**src/sv/cmns_ram.sv**
```systemverilog
`default_nettype none
// ---------------------------------------------------------------------------
// cmns_ram
// Generic memory with one write port and one registered read port.
// ---------------------------------------------------------------------------
module cmns_ram #(
   parameter int WIDTH = 8,
   parameter int DEPTH = 16,
   localparam int ADDR_W = (DEPTH > 1) ? $clog2(DEPTH) : 1
) (
   input  wire logic              clock,
   input  wire logic              wr_en,
   input  wire logic [ADDR_W-1:0] wr_addr,
   input  wire logic [WIDTH-1:0]  wr_data,
   input  wire logic [ADDR_W-1:0] rd_addr,
   output logic      [WIDTH-1:0]  rd_data
);

   logic [WIDTH-1:0] mem_ff [DEPTH];

   // write, and read returning the old contents on a collision
   always_ff @(posedge clock) begin
      if (wr_en) begin
         mem_ff[wr_addr] <= wr_data;
      end
      rd_data <= mem_ff[rd_addr];
   end

endmodule
`default_nettype wire

```
**config.mk**
```make
export PLATFORM = sky130hd
export DESIGN_NAME = cmns_ram
export DESIGN_NICKNAME = d
export VERILOG_FILES = /design/src/sv/cmns_ram.sv
export SDC_FILE = /design/constraint.sdc
export NUM_CORES = 1
export LEC_CHECK = 0
export ABC_AREA = 1
export BUFFER_PORTS_ARGS = -buffer_cell sky130_fd_sc_hd__buf_2
export CAP_MARGIN = 10
export CORE_ASPECT_RATIO = 1.75
export CORE_UTILIZATION = 47
export CTS_CLUSTER_SIZE = 10
export DETAILED_ROUTE_END_ITERATION = 8
export MAX_ROUTING_LAYER = met4
export PLACE_DENSITY = 0.7
export SYNTH_ARGS = -nofsm -noshare
export SYNTH_HDL_FRONTEND = slang
export SYNTH_SLANG_ARGS = --single-unit
export TNS_END_PERCENT = 20
```
**constraint.sdc**
```tcl
create_clock -name clock -period 1.03 [get_ports clock]
set_input_delay 0.103 -clock clock [delete_from_list [all_inputs] [get_ports clock]]
set_output_delay 0.103 -clock clock [all_outputs]
set_load 0.02 [all_outputs]
```
==> flow_summary.ini <==
[run_status]
run_status = completed

[timing]
finalHoldViolCount = 0
fin_crit_sh = 0.978
fmax_ghz = 0.993
finalSetupViolations = 0
worst_pin_slew_ns = 0.426
period_needed_ns = 1.01
rsz0062_at_grt = yes
slew-limit-headroom = 0.716
slew_violations = 0
fin_skew_ns = 0.00563

[routing]
routed-via-count = 3780
wl_per_cell_um = 15.9
drc = 0
ant_nets = 0
vias_per_cell = 4.86
drt-initial-drc-count = 242
drt-pass1-iter-count = 6
totalWireLength_mm = 12.4

[finish]
multi_input_area_mm2 = 0.00129
final_nets = 618
num_antenna_cells = 0
area_growth_pct = 19.8
register_area_mm2 = 0.00401
drive_gt1_frac = 0.168
fillers = 960
instances_no_fill = 778

[placement]
portBuffers = 25
dp_cells = 746
dp_hpwl_mm = 8.19
gp_congestion = 0.888

[setup_path]
worstPathArrival_ns = 0.90
cp.depth = 1
cp-start-kind = flip-flop
r2r_start = mem_ff[15][5]
critPathMaxStageDelay_ns = 0.34
cp-end-kind = output pin
path_class = reg -> out
cp_num_buf_inv = 1
cp_slowest_cell = dfxtp_1
reg2reg_to = rd_data[5]
r2r_setup_slack_ns = 0.03
cp_max_fo = 1
cp_data_required_time_ns = 0.93
cp_cell_sequence = buf_4
critPathTopFamily = flip-flops
reg2reg_depth = 6

[power]
p_sw_frac = 0.213
power_density_mw_per_mm2 = 1880
p_int_mw = 10.2
p_leak_nw = 3.00
total_power_mw = 13.0
seq_power_share = 0.480
pwr-share-clk = 0.453
pwr-share-comb = 0.067
ir_drop_uv = 1280
power_switching_mw = 2.77

[die]
die_x_um = 85.7
coreArea_mm2 = 0.0120
placement_rows = 53
die_h_um = 149
die-area_mm2 = 0.0127
io-pin-count = 26
start_util = 0.480

[clocking]
clk_latency_ns = 0.42
cts.clk_slew.worst_paths_ns = 0.06
cts_tree = done
cts_setup_buffers = 0
cts.sinks = 136
cts_max_level = 4
root_buffer = clkbuf_16
cts-buffers-inserted = 17
clock_path_buffers = 2

[global_routing]
grt_pass1_vias = 3682
gr-total-overflow = 0
grt_max_degree = 65
globalRoute.busiestLayer = met2
grt_use_met1 = 0.227
use_met3 = 0.0400
track_usage = 0.216
antenna_found_initial = 0
grt_pass1_wl_mm = 19.1
grt_use_met2 = 0.369

[run]
maxCapViolations = 0

[yosys]
synth_edf_count = 128
synthFlopType = edfxtp_1
netlist_area_mm2 = 0.00577
yosysTopAreaCell = edfxtp_1
yosys.cell_types.count = 12
netlist_instances = 551
yosys-top-cells-area = edfxtp_1 67%, nand2_1 11%, nand3_1 8.4%
synth.avg_cell_area_um2 = 10.5
yosysWarnings = 0
syn_nets = 569
yosysTopAreaCellShare = 0.667
yosysSeqAreaShare = 0.694
synthTopCellsByCount = 173 x nand2_1, 128 x edfxtp_1, 100 x inv_1
synthArstFlopShare = 0
ys_ff_latch = 136
yosysMostFrequentCell = nand2_1

[min_path]
hold_depth = 3
hp-start = rd_addr[3]
min_to = rd_data[0]
hold_path.class = in -> reg
==> layer usage <==
metal,routed length [um],vias up,share of wire
met3,487,38,0.039
met4,646,0,0.052
met5,0,-,0
met2,6580,128,0.53
met1,4640,1742,0.38
li1,-,1872,-
==> per-stage QoR <==
| step | hold WS, ns | util | setup TNS (ns) | setup slack (ns) | area (um2) |
|---|---|---|---|---|---|
| after floorplan | 0.202 | - | -1.53 | -0.0238 | 5770 |
| after global placement | 0.466 | 0.519 | -3.12 | -0.178 | 6220 |
| after detailed placement | 0.469 | 0.519 | -3.64 | -0.174 | 6220 |
| after CTS | 0.0348 | 0.569 | -0.000803 | -0.000803 | 6830 |
| after global routing | 0.0512 | 0.575 | -0.0498 | -0.0239 | 6910 |
| final | 0.0499 | 0.575 | 0 | 0.0229 | 6910 |
==> cell families after synthesis <==
logic type	Yosys count	synth area share
AND/OR/NAND/NOR	289	0.210
flip-flops	136	0.694
buffers and inverters	126	0.0952
==> sequential cells by signal (all words and copies together), names as in the netlist <==
signal and count:
mem_ff 128, rd_data 8
==> worst max-delay path by stage <==
stage	startpoint	to
after floorplan	wr_addr[3]	mem_ff[4][0]
after global routing	mem_ff[12][0]	rd_data[0]
after CTS	rd_data[5]	rd_data[5]
after detailed placement	rd_addr[0]	rd_data[5]
final	rd_data[4]	rd_data[4]
after global placement	rd_addr[0]	rd_data[5]
==> power groups by stage <==
stage / clock network [mW] / logic [mW] / registers [mW]
2_1_floorplan: 0 / 0.436 / 6.38
3_3_place_gp: 0 / 0.820 / 6.34
3_5_place_dp: 0 / 0.835 / 6.34
4_1_cts: 5.94 / 0.850 / 6.23
5_1_grt: 6.12 / 0.959 / 6.24
6_report: 5.87 / 0.875 / 6.23
==> final cells by class <==
cell class | count | area share
clock buffers | 20 | 0.0676
flip-flops and latches | 136 | 0.580
clock inverters | 12 | 0.0181
inverters | 102 | 0.0554
multi-input cells | 289 | 0.187
repair buffers | 54 | 0.0625
well taps | 165 | 0.0299
==> cell usage in the layout, fill, tap and decap left out, drive strengths merged <==
master	instances
inv	102
nor2	17
nand3	97
buf	54
nand3b	2
edfxtp	128
clkbuf	20
nand2	173
bufinv	2
clkinv	5
dfxtp	8
clkinvlp	5
==> what timing repair did <==
action                                  in CTS  in global routing
pin swaps                                    0                  2
endpoints found under the hold margin        0                  0
endpoints found under the setup margin       4                  8
hold buffers                                 0                  0
gates resized for setup                      4                 17
Note: power is estimated with default switching activity, not from simulation.
