`src/sv/cmns_pkg.sv`:
```
`default_nettype none
// ---------------------------------------------------------------------------
// cmns_pkg
// Shared types and constants of the closest meeting node search block.
// ---------------------------------------------------------------------------
package cmns_pkg;

   // field and store widths
   localparam int NODE_W  = 10;
   localparam int COUNT_W = 11;
   localparam int DIST_W  = 11;
   localparam int SUCC_W  = 11;

   // successor table depth addressed by a node field
   localparam int TABLE_DEPTH       = 1024;
   localparam int MAX_NODES_DEFAULT = 1024;

   // node count after reset
   localparam logic [COUNT_W-1:0] NODE_COUNT_RESET = 11'd1024;

   // distance code of a node not reached by a walk
   localparam logic [DIST_W-1:0] UNREACHED = 11'h7FF;

   // request kinds
   localparam logic REQ_LOAD  = 1'b0;
   localparam logic REQ_QUERY = 1'b1;

   // input item
   typedef struct packed {
      logic              req_type;
      logic [NODE_W-1:0] node_index;
      logic              has_edge;
      logic [NODE_W-1:0] edge_target;
      logic [NODE_W-1:0] start_a;
      logic [NODE_W-1:0] start_b;
   } req_item_type;

   // result item
   typedef struct packed {
      logic              found;
      logic [NODE_W-1:0] meeting_node;
   } rsp_item_type;

   // control from the sequencer to the compare unit
   typedef struct packed {
      logic              init;
      logic              eval;
      logic [NODE_W-1:0] node;
   } eval_ctrl_type;

   // sequencer states
   typedef enum logic [4:0] {
      ST_CLEAR  = 5'b00001,
      ST_IDLE   = 5'b00010,
      ST_WALK   = 5'b00100,
      ST_SCAN   = 5'b01000,
      ST_FINISH = 5'b10000
   } state_type;

endpackage
`default_nettype wire

```
`src/sv/cmns_best.sv`:
```
`default_nettype none
// ---------------------------------------------------------------------------
// cmns_best
// Compare unit of the scan: keeps the node whose larger distance is smallest.
// ---------------------------------------------------------------------------
module cmns_best
   import cmns_pkg::*;
(
   input  wire logic                clock,
   input  wire logic                reset,
   input  wire eval_ctrl_type       ctrl,
   input  wire logic [COUNT_W-1:0]  node_limit,
   input  wire logic [DIST_W-1:0]   dist_a,
   input  wire logic [DIST_W-1:0]   dist_b,
   output logic                     found,
   output logic [NODE_W-1:0]        meeting_node
);

   logic [COUNT_W-1:0] best_ff, best_in;
   logic [NODE_W-1:0]  node_ff, node_in;
   logic               hit_ff, hit_in;
   logic [DIST_W-1:0]  far_dist;
   logic               both_reached;
   logic               better;

   // larger of the two distances, and whether it beats the best so far
   always_comb begin
      both_reached = (dist_a != UNREACHED) && (dist_b != UNREACHED);
      far_dist     = (dist_a > dist_b) ? dist_a : dist_b;
      better       = both_reached && (COUNT_W'(far_dist) < best_ff);
   end

   // next best, strict compare so the lowest index keeps a tie
   always_comb begin
      best_in = best_ff;
      node_in = node_ff;
      hit_in  = hit_ff;
      if (ctrl.init) begin
         best_in = node_limit;
         node_in = '0;
         hit_in  = 1'b0;
      end else if (ctrl.eval && better) begin
         best_in = COUNT_W'(far_dist);
         node_in = ctrl.node;
         hit_in  = 1'b1;
      end
   end

   always_ff @(posedge clock) begin
      if (reset) begin
         hit_ff <= 1'b0;
      end else begin
         hit_ff <= hit_in;
      end
      best_ff <= best_in;
      node_ff <= node_in;
   end

   assign found        = hit_ff;
   assign meeting_node = node_ff;

endmodule
`default_nettype wire

```
`config.mk`:
```
export PLATFORM = sky130hd
export DESIGN_NAME = cmns_best
export DESIGN_NICKNAME = d
export VERILOG_FILES = /design/src/sv/cmns_pkg.sv /design/src/sv/cmns_best.sv
export SDC_FILE = /design/constraint.sdc
export NUM_CORES = 1
export LEC_CHECK = 0
export BUFFER_PORTS_ARGS = -buffer_cell sky130_fd_sc_hd__clkbuf_2
export CORE_ASPECT_RATIO = 0.75
export CORE_MARGIN = 5
export CORE_UTILIZATION = 30
export CTS_CLUSTER_SIZE = 10
export DETAILED_ROUTE_END_ITERATION = 12
export GPL_ROUTABILITY_DRIVEN = 0
export PLACE_DENSITY_LB_ADDON = 0.3
export SKIP_CTS_REPAIR_TIMING = 1
export SLEW_MARGIN = 15
export SYNTH_ARGS = -nofsm -noshare
export SYNTH_HDL_FRONTEND = slang
export SYNTH_SLANG_ARGS = --single-unit
```
`constraint.sdc`:
```
create_clock -name clock -period 4.2 [get_ports clock]
set_input_delay 0.84 -clock clock [delete_from_list [all_inputs] [get_ports clock]]
set_output_delay 0.84 -clock clock [all_outputs]
set_load 0.01 [all_outputs]
```
==> results of run 1 <==
==> cell families (layout without fill, tap and decap cells) <==
family	count (synthesis)	in the layout	share of synthesized area (%)
AND/OR/NAND/NOR	46	46	16.0
adder cells (fa/ha/maj)	21	21	15.5
buffers and inverters	28	94	6.65
flip-flops	22	22	32.5
multiplexers	30	30	19.2
AO/OA/AOI/OAI	23	23	10.1
==> worst register-to-register path: cells and delay by family (launching register included) <==
family	cells	cell delay (ps)
AO/OA/AOI/OAI	3	540
flip-flops	1	330
buffers and inverters	2	300
adder cells (fa/ha/maj)	1	280
AND/OR/NAND/NOR	2	260
multiplexers	1	210
==> how the worst max path moves through the flow <==
stage,endpoint,slack (ps),depth (start not counted)
4_1_cts,meeting_node[9]$_SDFFE_PP0P_,180,16
3_3_place_gp,meeting_node[7]$_SDFFE_PP0P_,-30,16
6_report,meeting_node[9]$_SDFFE_PP0P_,330,16
5_1_grt,meeting_node[9]$_SDFFE_PP0P_,60,16
2_1_floorplan,best_ff[0]$_DFFE_PP_,290,13
3_5_place_dp,meeting_node[5]$_SDFFE_PP0P_,-90,16
==> cells in the final DEF (no fill, tap or decap), types with 6 or more instances in the layout <==
| cell | instances |
|---|---|
| sky130_fd_sc_hd__edfxtp_1 | 11 |
| sky130_fd_sc_hd__nand2b_1 | 21 |
| sky130_fd_sc_hd__a21oi_1 | 9 |
| sky130_fd_sc_hd__mux2_2 | 20 |
| sky130_fd_sc_hd__dfxtp_1 | 11 |
| sky130_fd_sc_hd__buf_4 | 9 |
| sky130_fd_sc_hd__mux2i_1 | 10 |
| sky130_fd_sc_hd__nand4_1 | 6 |
| sky130_fd_sc_hd__inv_1 | 24 |
| sky130_fd_sc_hd__clkbuf_2 | 57 |
| sky130_fd_sc_hd__ha_1 | 21 |
==> state kept, by name, indices dropped and copies added, names as in the netlist <==
signal        count
best_ff          11
found             1
meeting_node     10
==> report_power, final <==
part | internal [µW] | total (µW) | switching [µW]
combinational | 117 | 235 | 118
sequential | 261 | 272 | 10.4
clock | 127 | 197 | 69.4
total | 505 | 703 | 198
==> through the flow <==
stage | cells | util, % | setup slack [ps]
global route | 311 | 40.6 | 64.7
floorplan | 170 | - | 291
CTS | 311 | 40.5 | 182
finish | 311 | 40.6 | 334
detailed placement | 307 | 39.2 | -88.1
global placement | 307 | 39.2 | -26.3
==> metal layers <==
metal / up-vias / GRT usage (%)
li1: 740 / -
met1: 630 / 15.6
met2: 19 / 17.8
met3: 2 / 3.06
met4: 0 / 1.87
met5: - / 0
==> layout make-up <==
type	instances	area share, %
Clock inverter	1	1.37
Timing Repair Buffer	66	16.1
Inverter	24	4.10
Multi-Input combinational cell	120	47.2
Clock buffer	3	1.88
Tap cell	75	4.28
Sequential cell	22	25.1
==> PnR_summary.wiki, run 1 <==
{| class="wikitable"
! Metric !! Value
|-
| Min cycle time layout || 3870 ps
|-
| Worst hold start || found$_SDFFE_PP0P_
|-
| Metal1 wirelength || 1.98 mm
|-
| Fraction of registers with async set/reset || 0%
|-
| Share of cells above drive strength 1 || 39.8%
|-
| Total global-route track usage || 11.2%
|-
| Height of the die || 75.1 µm
|-
| Clock sink total || 22
|-
| Max Root-Sink Buffers || 2
|-
| Count of unresolved DRC violations after routing || 0
|-
| Inserted Clock Buffers || 3
|-
| Count of mapped cells out of synthesis || 170
|-
| Peak Freq || 259 MHz
|-
| Worst clock skew on the final layout || 6.29 ps
|-
| FF+latch count, synth || 22
|-
| Distinct cell type count after synthesis || 30
|-
| Maximum fanout encountered on the critical timing path || 11
|-
| Clock-pin slew on the worst setup and hold paths || 80 ps
|-
| Initial antenna violation count || 0
|-
| Buffers and inverters on the worst path || 3
|-
| Total area of sequential cells || 551 µm²
|-
| Max-Cap Viols || 0
|-
| Final hold violation count || 0
|-
| Arrival time of data at the critical path endpoint || 4060 ps
|-
| Status || finished clean
|-
| Deepest level of the CTS H-tree || 1
|-
| Hold Slack || 454 ps
|-
| Fraction of synthesized cell area taken by the top area cell type || 19.5%
|-
| Startpoint of the worst setup timing path || dist_b[10]
|-
| Critical path, cell by cell || clkbuf_2 > inv_1 > ha_1 > nand4_1 > a211oi_2 > a2111oi_4 > nor2_4 > mux2_2 > ha_1 > nand2_1 > o21ai_0 > a21oi_1 > and3_1 > a31oi_2 > buf_4 > mux2i_1
|-
| Number of nets at the end of the flow || 305
|-
| Maximum VDD drop || 135 µV
|-
| EDFF count, synth || 11
|-
| Cell types with the largest area share after synthesis || sky130_fd_sc_hd__edfxtp_1 (19%), sky130_fd_sc_hd__ha_1 (16%), sky130_fd_sc_hd__mux2_2 (13%)
|-
| Count of pins on the block boundary || 58
|-
| Die ar. || 7270 µm²
|-
| Worst r2r src || best_ff[6]$_DFFE_PP_
|-
| Vias after detailed routing || 1391
|-
| Critical register-to-register path endpoint || meeting_node[9]$_SDFFE_PP0P_
|-
| Die span in x || 96.8 µm
|-
| Yosys warnings || 0
|-
| Number of filler instances in the final layout || 577
|-
| Number of global-route vias before repair || 1365
|-
| Final WL || 3.97 mm
|-
| Sink of the worst hold path || found$_SDFFE_PP0P_
|-
| Top cell types by occurrence after synthesis || sky130_fd_sc_hd__inv_1 (24), sky130_fd_sc_hd__ha_1 (21), sky130_fd_sc_hd__nand2b_1 (21)
|-
| Worst EP required || 4390 ps
|-
| Insertion delay to the later sink of the worst-skew pair || 260 ps
|-
| Crit end category || flop
|-
| Net count of the mapped netlist || 238
|-
| Transition at the pin with the smallest max-transition slack || 597 ps
|-
| Detailed route wirelength on metal2 || 1.85 mm
|-
| Setup repair after global routing missed its margin || no
|-
| Classification of the worst setup path || input pin to flop
|-
| IO Port Bufs || 57
|-
| Length in cells of the worst reg-to-reg path || 9
|-
| Cell area after synthesis || 1690 µm²
|-
| Row cnt || 23
|-
| Avg WL per Cell || 12.8 µm
|-
| Wire length of the first global-routing pass || 6.43 mm
|-
| Global-route congestion overflow total || 0
|-
| Worst min-delay path class || flop to flop
|-
| Footprint of the multi-input gates || 1040 µm²
|-
| Cell family with most CP delay || compound AO/OA/AOI/OAI gates
|-
| TritonCTS clock tree || built
|-
| Area overhead of the layout relative to synthesis || 29.5%
|-
| Std-Cell Core Area || 5410 µm²
|-
| Max Transition Viols Final || 0
|-
| Tot Pwr || 703 µW
|-
| Number of cells on the worst hold path || 2
|-
| Share of the clock period used by the worst path after layout || 92.0%
|-
| Diode count || 0
|-
| Cell with the biggest individual delay on the critical path || sky130_fd_sc_hd__mux2_2
|-
| Syn_area_per_cell || 9.97 µm²
|-
| Vias/cell || 4.47
|-
| Most instantiated library cell after synthesis || sky130_fd_sc_hd__inv_1
|-
| Highest layer used for signal routing || met4
|-
| Non-Filler Cell Area, Final || 2190 µm²
|-
| CP peak stage delay || 390 ps
|-
| Prevailing post-synth register cell || sky130_fd_sc_hd__edfxtp_1
|-
| Leakage power summed over all cells || 0.00108 µW
|-
| Starting density of the core || 31.3%
|-
| Pin count of the biggest net entering global routing || 35
|-
| Placed inst area || 2120 µm²
|-
| Slew headroom || 60.2%
|-
| Number of nets still failing antenna checks after routing || 0
|-
| Detailed Routing Iterations Pass 1 || 4
|-
| Proportion of synthesized chip area in sequential cells || 32.5%
|-
| Kind of launch point of the worst setup path || input pin
|-
| Final-layout setup total negative slack || 0 ps
|-
| Clock root buffer || sky130_fd_sc_hd__clkbuf_8
|-
| Wire length on met3 || 125 µm
|-
| Final Setup Violations || 0
|-
| Synth area leader || sky130_fd_sc_hd__edfxtp_1
|-
| Initial DRC Count || 44
|-
| Cell area power density || 320 nW/µm²
|-
| Final HPWL DP || 3.41 mm
|-
| Crit path top cell by count || sky130_fd_sc_hd__ha_1
|-
| R2R Setup Slk || 2200 ps
|}
Note: power is estimated with default switching activity, not from simulation.
==> inputs of run 2 (changes only) <==
--- a/config.mk
+++ b/config.mk
@@ -12,7 +12,7 @@
 export CTS_CLUSTER_SIZE = 10
 export DETAILED_ROUTE_END_ITERATION = 12
 export GPL_ROUTABILITY_DRIVEN = 0
-export PLACE_DENSITY_LB_ADDON = 0.3
+export PLACE_DENSITY_LB_ADDON = 0.1
 export SKIP_CTS_REPAIR_TIMING = 1
 export SLEW_MARGIN = 15
 export SYNTH_ARGS = -nofsm -noshare
==> run 2 against run 1 <==
Net effect:
- design area is 0.74% lower
- first-iteration DRC count increased by 77%
- fmax is 0.51% lower
- clock power is 32% lower
- clock-buffer cell count up 1
- flip-flop and latch count unchanged
- non-clock buffer count increased by 2
- die area unchanged
- utilization shrank 0.30 points
- power decreased by 8.7%
- global-route usage down 0.15 points
- wire length grew 0.30%
==> PnR_summary.wiki, run 2 (synthesis results as in run 1) <==
{| class="wikitable"
! Metric !! Value
|-
| Max Transition Viols Final || 0
|-
| Area overhead of the layout relative to synthesis || 28.6%
|-
| Final hold violation count || 0
|-
| Clock sink total || 22
|-
| Final Setup Violations || 0
|-
| TritonCTS clock tree || built
|-
| Inserted Clock Buffers || 3
|-
| Arrival time of data at the critical path endpoint || 3860 ps
|-
| Crit end category || flop
|-
| Row cnt || 23
|-
| Highest-count cells in the layout ignoring fill and taps || sky130_fd_sc_hd__clkbuf_2 (57), sky130_fd_sc_hd__inv_1 (24), sky130_fd_sc_hd__nand2b_1 (21), sky130_fd_sc_hd__ha_1 (21), sky130_fd_sc_hd__mux2_2 (20)
|-
| Min cycle time layout || 3890 ps
|-
| Number of nets still failing antenna checks after routing || 0
|-
| IO Port Bufs || 57
|-
| Std-Cell Core Area || 5410 µm²
|-
| Initial antenna violation count || 0
|-
| Cell with the biggest individual delay on the critical path || sky130_fd_sc_hd__mux2_2
|-
| Proportion of total power due to net switching || 30.3%
|-
| Status || finished clean
|-
| Cell area power density || 295 nW/µm²
|-
| Internal cell power || 448 µW
|-
| Die ar. || 7270 µm²
|-
| Worst clock skew on the final layout || 2.44 ps
|-
| Number of filler instances in the final layout || 573
|-
| Insertion delay to the later sink of the worst-skew pair || 260 ps
|-
| Maximum VDD drop || 144 µV
|-
| Classification of the worst setup path || input pin to flop
|-
| Detailed Routing Iterations Pass 1 || 4
|-
| NetSw || 194 µW
|-
| Cell family with most CP delay || compound AO/OA/AOI/OAI gates
|-
| Leakage power summed over all cells || 0.00108 µW
|-
| Length in cells of the worst reg-to-reg path || 9
|-
| Count of pins on the block boundary || 58
|-
| Buffers and inverters on the worst path || 4
|-
| Count of unresolved DRC violations after routing || 0
|-
| Critical path, cell by cell || clkbuf_2 > inv_1 > ha_1 > nand4_1 > a211oi_2 > a2111oi_4 > nor2_2 > buf_4 > mux2_2 > ha_1 > a21oi_1 > nand2_1 > a21oi_1 > and3_1 > a31oi_2 > nand2b_1 > buf_4
|-
| Placed inst area || 2130 µm²
|-
| Hold Slack || 451 ps
|-
| Max-Cap Viols || 0
|-
| Share of cells above drive strength 1 || 39.9%
|-
| Share of the clock period used by the worst path after layout || 92.5%
|-
| Deepest level of the CTS H-tree || 1
|-
| Slew headroom || 60.4%
|-
| Number of global-route vias before repair || 1333
|-
| Non-Filler Cell Area, Final || 2180 µm²
|-
| Peak Freq || 257 MHz
|-
| Vias/cell || 4.42
|-
| Non-Filler Instances || 313
|-
| Initial DRC Count || 78
|-
| Worst min-delay path class || flop to flop
|-
| Kind of launch point of the worst setup path || input pin
|-
| Pin count of the biggest net entering global routing || 35
|-
| Clock root buffer || sky130_fd_sc_hd__clkbuf_8
|-
| Worst EP required || 4180 ps
|-
| Placed Instances || 309
|-
| Total global-route track usage || 11.0%
|-
| Most common cell after layout, fill and taps aside || sky130_fd_sc_hd__clkbuf_2
|-
| Vias after detailed routing || 1382
|-
| R2R Setup Slk || 2210 ps
|-
| Starting density of the core || 31.3%
|-
| Final-layout setup total negative slack || 0 ps
|-
| Height of the die || 75.1 µm
|-
| Avg WL per Cell || 12.7 µm
|-
| Clock share of power || 20.7%
|-
| Max Root-Sink Buffers || 2
|-
| Final HPWL DP || 3.45 mm
|-
| Die span in x || 96.8 µm
|-
| Global-route congestion overflow total || 0
|-
| Worst hold start || found$_SDFFE_PP0P_
|-
| Worst r2r src || best_ff[9]$_DFFE_PP_
|-
| Total area of sequential cells || 551 µm²
|-
| CP peak stage delay || 340 ps
|-
| Diode count || 0
|-
| Max FFs per register || 11
|-
| Number of cells on the worst hold path || 2
|-
| Final WL || 3.99 mm
|-
| Transition at the pin with the smallest max-transition slack || 594 ps
|-
| Sink of the worst hold path || found$_SDFFE_PP0P_
|-
| Wire length of the first global-routing pass || 6.48 mm
|-
| Part of the power in registers || 42.4%
|-
| Clock-pin slew on the worst setup and hold paths || 80 ps
|-
| Part of the power in combinational logic || 37.0%
|-
| Register name with the most flops || best_ff
|-
| Number of nets at the end of the flow || 307
|-
| Footprint of the multi-input gates || 1030 µm²
|-
| Setup repair after global routing missed its margin || no
|-
| Critical register-to-register path endpoint || best_ff[8]$_DFFE_PP_
|-
| Maximum fanout encountered on the critical timing path || 6
|}
[run 2: cell types whose count changed in the layout (fill, tap and decap cells not counted)]
cell | before | now
sky130_fd_sc_hd__nor2_2 | 0 | 1
sky130_fd_sc_hd__buf_4 | 9 | 11
sky130_fd_sc_hd__nor2_4 | 1 | 0
sky130_fd_sc_hd__clkbuf_1 | 0 | 1
sky130_fd_sc_hd__bufinv_16 | 1 | 0
[run 2: worst max-delay path by stage]
stage,startpoint,to,slack (ps),cells past startpoint
after detailed placement,dist_b[9],meeting_node[3]$_SDFFE_PP0P_,60,17
after floorplan,dist_b[9],best_ff[0]$_DFFE_PP_,290,13
final,dist_b[9],best_ff[8]$_DFFE_PP_,310,17
after global placement,dist_b[6],best_ff[8]$_DFFE_PP_,40,17
after global routing,dist_b[9],found$_SDFFE_PP0P_,90,17
after CTS,dist_b[9],meeting_node[3]$_SDFFE_PP0P_,330,17
[run 2: routing by layer]
metal	vias to the layer above	GRT usage (%)	wire length, µm
li1	750	-	-
met3	2	3.06	183
met1	605	15.7	1970
met5	-	0	0
met2	25	17.4	1820
met4	0	1.40	17
[run 2: layout make-up]
class                   count  share of cell area, %
inverters                  24                   4.14
multi-input cells         120                   47.3
repair buffers             68                   16.9
flip-flops and latches     22                   25.3
well taps                  75                   4.31
clock buffers               4                   2.07
[run 2: power by group through the flow]
stage	combinational, µW	sequential [µW]	clock, µW
6_report	237	272	133
5_1_grt	269	276	149
4_1_cts	242	273	139
3_5_place_dp	240	278	0
3_3_place_gp	243	277	0
2_1_floorplan	148	282	0
[run 2: worst register-to-register path, cell delays in order, from the launching register on]
cell,delay [ps]
sky130_fd_sc_hd__edfxtp_1,320
sky130_fd_sc_hd__inv_1,40
sky130_fd_sc_hd__ha_1,310
sky130_fd_sc_hd__a21oi_1,150
sky130_fd_sc_hd__nand2_1,70
sky130_fd_sc_hd__a21oi_1,220
sky130_fd_sc_hd__and3_1,210
sky130_fd_sc_hd__a31oi_2,110
sky130_fd_sc_hd__nand2b_1,110
sky130_fd_sc_hd__buf_4,160
[run 2: stage by stage]
step / setup WS (ps) / utilization (%) / total power [µW]
after floorplan: 291 / - / 430
after global placement: 35.2 / 39.4 / 520
after detailed placement: 63.1 / 39.4 / 518
after CTS: 326 / 40.3 / 654
after global routing: 87.2 / 40.3 / 694
final: 314 / 40.3 / 642
==> inputs of run 3 (changes only) <==
--- a/config.mk
+++ b/config.mk
@@ -6,12 +6,15 @@
 export NUM_CORES = 1
 export LEC_CHECK = 0
 export BUFFER_PORTS_ARGS = -buffer_cell sky130_fd_sc_hd__clkbuf_2
+export CELL_PAD_IN_SITES_DETAIL_PLACEMENT = 1
+export CELL_PAD_IN_SITES_GLOBAL_PLACEMENT = 1
 export CORE_ASPECT_RATIO = 0.75
 export CORE_MARGIN = 5
 export CORE_UTILIZATION = 30
 export CTS_CLUSTER_SIZE = 10
 export DETAILED_ROUTE_END_ITERATION = 12
 export GPL_ROUTABILITY_DRIVEN = 0
+export HOLD_SLACK_MARGIN = 0.03
 export PLACE_DENSITY_LB_ADDON = 0.1
 export SKIP_CTS_REPAIR_TIMING = 1
 export SLEW_MARGIN = 15
==> run 3 against run 2 <==
Net effect:
- first-iteration DRC count is 62% lower
- register-to-register slack barely moved
- final cell count grew 1.6%
- design area up 2.0%
- critical path type unchanged
- largest cell class unchanged
- highest routed layer is now met3
==> PnR_summary.wiki, run 3 (synthesis results as in run 1) <==
{| class="wikitable"
! Metric !! Value
|-
| Inserted Clock Buffers || 3
|-
| Number of nets at the end of the flow || 312
|-
| Area overhead of the layout relative to synthesis || 31.1%
|-
| Row cnt || 23
|-
| Pin count of the biggest net entering global routing || 35
|-
| Worst EP required || 4180 ps
|-
| Max Transition Viols Final || 0
|-
| Classification of the worst setup path || input pin to flop
|-
| Count of unresolved DRC violations after routing || 0
|-
| Maximum fanout encountered on the critical timing path || 7
|-
| Cell family with most CP delay || compound AO/OA/AOI/OAI gates
|-
| Crit end category || flop
|-
| Non-Filler Instances || 318
|-
| Avg WL per Cell || 14.1 µm
|-
| Max-Cap Viols || 0
|-
| Status || finished clean
|-
| Vias/cell || 4.57
|-
| Kind of launch point of the worst setup path || input pin
|-
| Deepest level of the CTS H-tree || 1
|-
| Non-Filler Cell Area, Final || 2220 µm²
|-
| Setup repair after global routing missed its margin || no
|-
| Max Root-Sink Buffers || 2
|-
| Initial DRC Count || 30
|-
| Clock sink total || 22
|-
| Peak Freq || 259 MHz
|-
| Diode count || 0
|-
| Std-Cell Core Area || 5410 µm²
|-
| Number of global-route vias before repair || 1482
|-
| Global-route congestion overflow total || 0
|-
| Highest-count cells in the layout ignoring fill and taps || sky130_fd_sc_hd__clkbuf_2 (57), sky130_fd_sc_hd__inv_1 (24), sky130_fd_sc_hd__nand2b_1 (21), sky130_fd_sc_hd__ha_1 (21), sky130_fd_sc_hd__mux2_2 (20)
|-
| Clock-pin slew on the worst setup and hold paths || 80 ps
|-
| Die span in x || 96.8 µm
|-
| Detailed route wirelength on metal2 || 2.04 mm
|-
| Placed Instances || 314
|-
| Max FFs per register || 11
|-
| Cell area power density || 295 nW/µm²
|-
| Final Setup Violations || 0
|-
| IO Port Bufs || 57
|-
| Final hold violation count || 0
|-
| Transition at the pin with the smallest max-transition slack || 609 ps
|-
| Share of the clock period used by the worst path after layout || 91.8%
|-
| Slew headroom || 59.4%
|-
| Vias after detailed routing || 1453
|-
| Final WL || 4.49 mm
|-
| Register name with the most flops || best_ff
|-
| Starting density of the core || 31.3%
|-
| Count of pins on the block boundary || 58
|-
| Final-layout setup total negative slack || 0 ps
|-
| Detailed Routing Iterations Pass 1 || 4
|-
| Height of the die || 75.1 µm
|-
| Worst clock skew on the final layout || 5.24 ps
|-
| Initial antenna violation count || 0
|-
| Insertion delay to the later sink of the worst-skew pair || 260 ps
|-
| Buffers and inverters on the worst path || 4
|-
| Wire length on met3 || 173 µm
|-
| Critical path, cell by cell || clkbuf_2 > inv_1 > ha_1 > a21oi_1 > a211oi_2 > a2111oi_4 > buf_4 > mux2_2 > ha_1 > and4_1 > a21oi_1 > and3_1 > a31oi_2 > nand2b_1 > buf_4
|-
| Wire length of the first global-routing pass || 7.05 mm
|-
| Finished Core Util || 41.1%
|-
| Arrival time of data at the critical path endpoint || 3830 ps
|-
| Number of filler instances in the final layout || 661
|-
| Final HPWL DP || 3.91 mm
|-
| Metal1 wirelength || 2.28 mm
|-
| Share of cells above drive strength 1 || 41.2%
|-
| Placed inst area || 2170 µm²
|-
| TritonCTS clock tree || built
|-
| Maximum VDD drop || 138 µV
|-
| Total global-route track usage || 12.4%
|-
| Die ar. || 7270 µm²
|-
| Cell with the biggest individual delay on the critical path || sky130_fd_sc_hd__a2111oi_4
|-
| Highest layer used for signal routing || met3
|-
| CP peak stage delay || 400 ps
|-
| Min cycle time layout || 3860 ps
|-
| Number of nets still failing antenna checks after routing || 0
|-
| Worst min-delay path class || flop to flop
|-
| Hold Slack || 455 ps
|-
| Most common cell after layout, fill and taps aside || sky130_fd_sc_hd__clkbuf_2
|-
| Leakage power summed over all cells || 0.00110 µW
|-
| Clock root buffer || sky130_fd_sc_hd__clkbuf_8
|}
-- run 3: changes by cell type in the layout (fill, tap and decap cells not counted), sizes merged --
cell	before	now
buf	11	16
-- run 3: layout make-up --
cell class              instances  area, µm²  area share [%]
repair buffers                 73        405            18.3
inverters                      24       90.1            4.06
flip-flops and latches         22        551            24.8
clock buffers                   4       45.0            2.03
well taps                      75       93.8            4.23
multi-input cells             120       1040            46.6
-- run 3: stage by stage --
step | setup slack (ps) | power, µW
finish | 344 | 654
global route | 53.9 | 705
CTS | 190 | 667
detailed placement | -87.4 | 526
global placement | -46.2 | 522
floorplan | 291 | 430
-- run 3: layer usage --
metal | vias up | global-route usage, %
li1 | 755 | -
met1 | 675 | 17.0
met2 | 23 | 20.2
met3 | 0 | 3.33
met4 | 0 | 1.87
met5 | - | 0
-- run 3: worst paths after layout --
path / start / to / slack, ps / depth (start not counted)
worst min register to register: found$_SDFFE_PP0P_ / found$_SDFFE_PP0P_ / 460 / 2
worst max-delay path: dist_b[2] / best_ff[10]$_DFFE_PP_ / 340 / 15
worst max register to register: best_ff[4]$_DFFE_PP_ / best_ff[10]$_DFFE_PP_ / 2220 / 9
worst min-delay path: found$_SDFFE_PP0P_ / found$_SDFFE_PP0P_ / 460 / 2
-- run 3: worst min-delay path, stage by stage (launching register included) --
cell and delay, ps:
sky130_fd_sc_hd__dfxtp_1 310, sky130_fd_sc_hd__inv_1 50, sky130_fd_sc_hd__a211oi_1 50
-- run 3: power breakdown --
group | switching, µW | leakage (µW) | internal, µW
registers | 11.9 | 0.000201 | 261
logic | 123 | 0.000876 | 121
clock network | 69.3 | 0.0000228 | 67.7
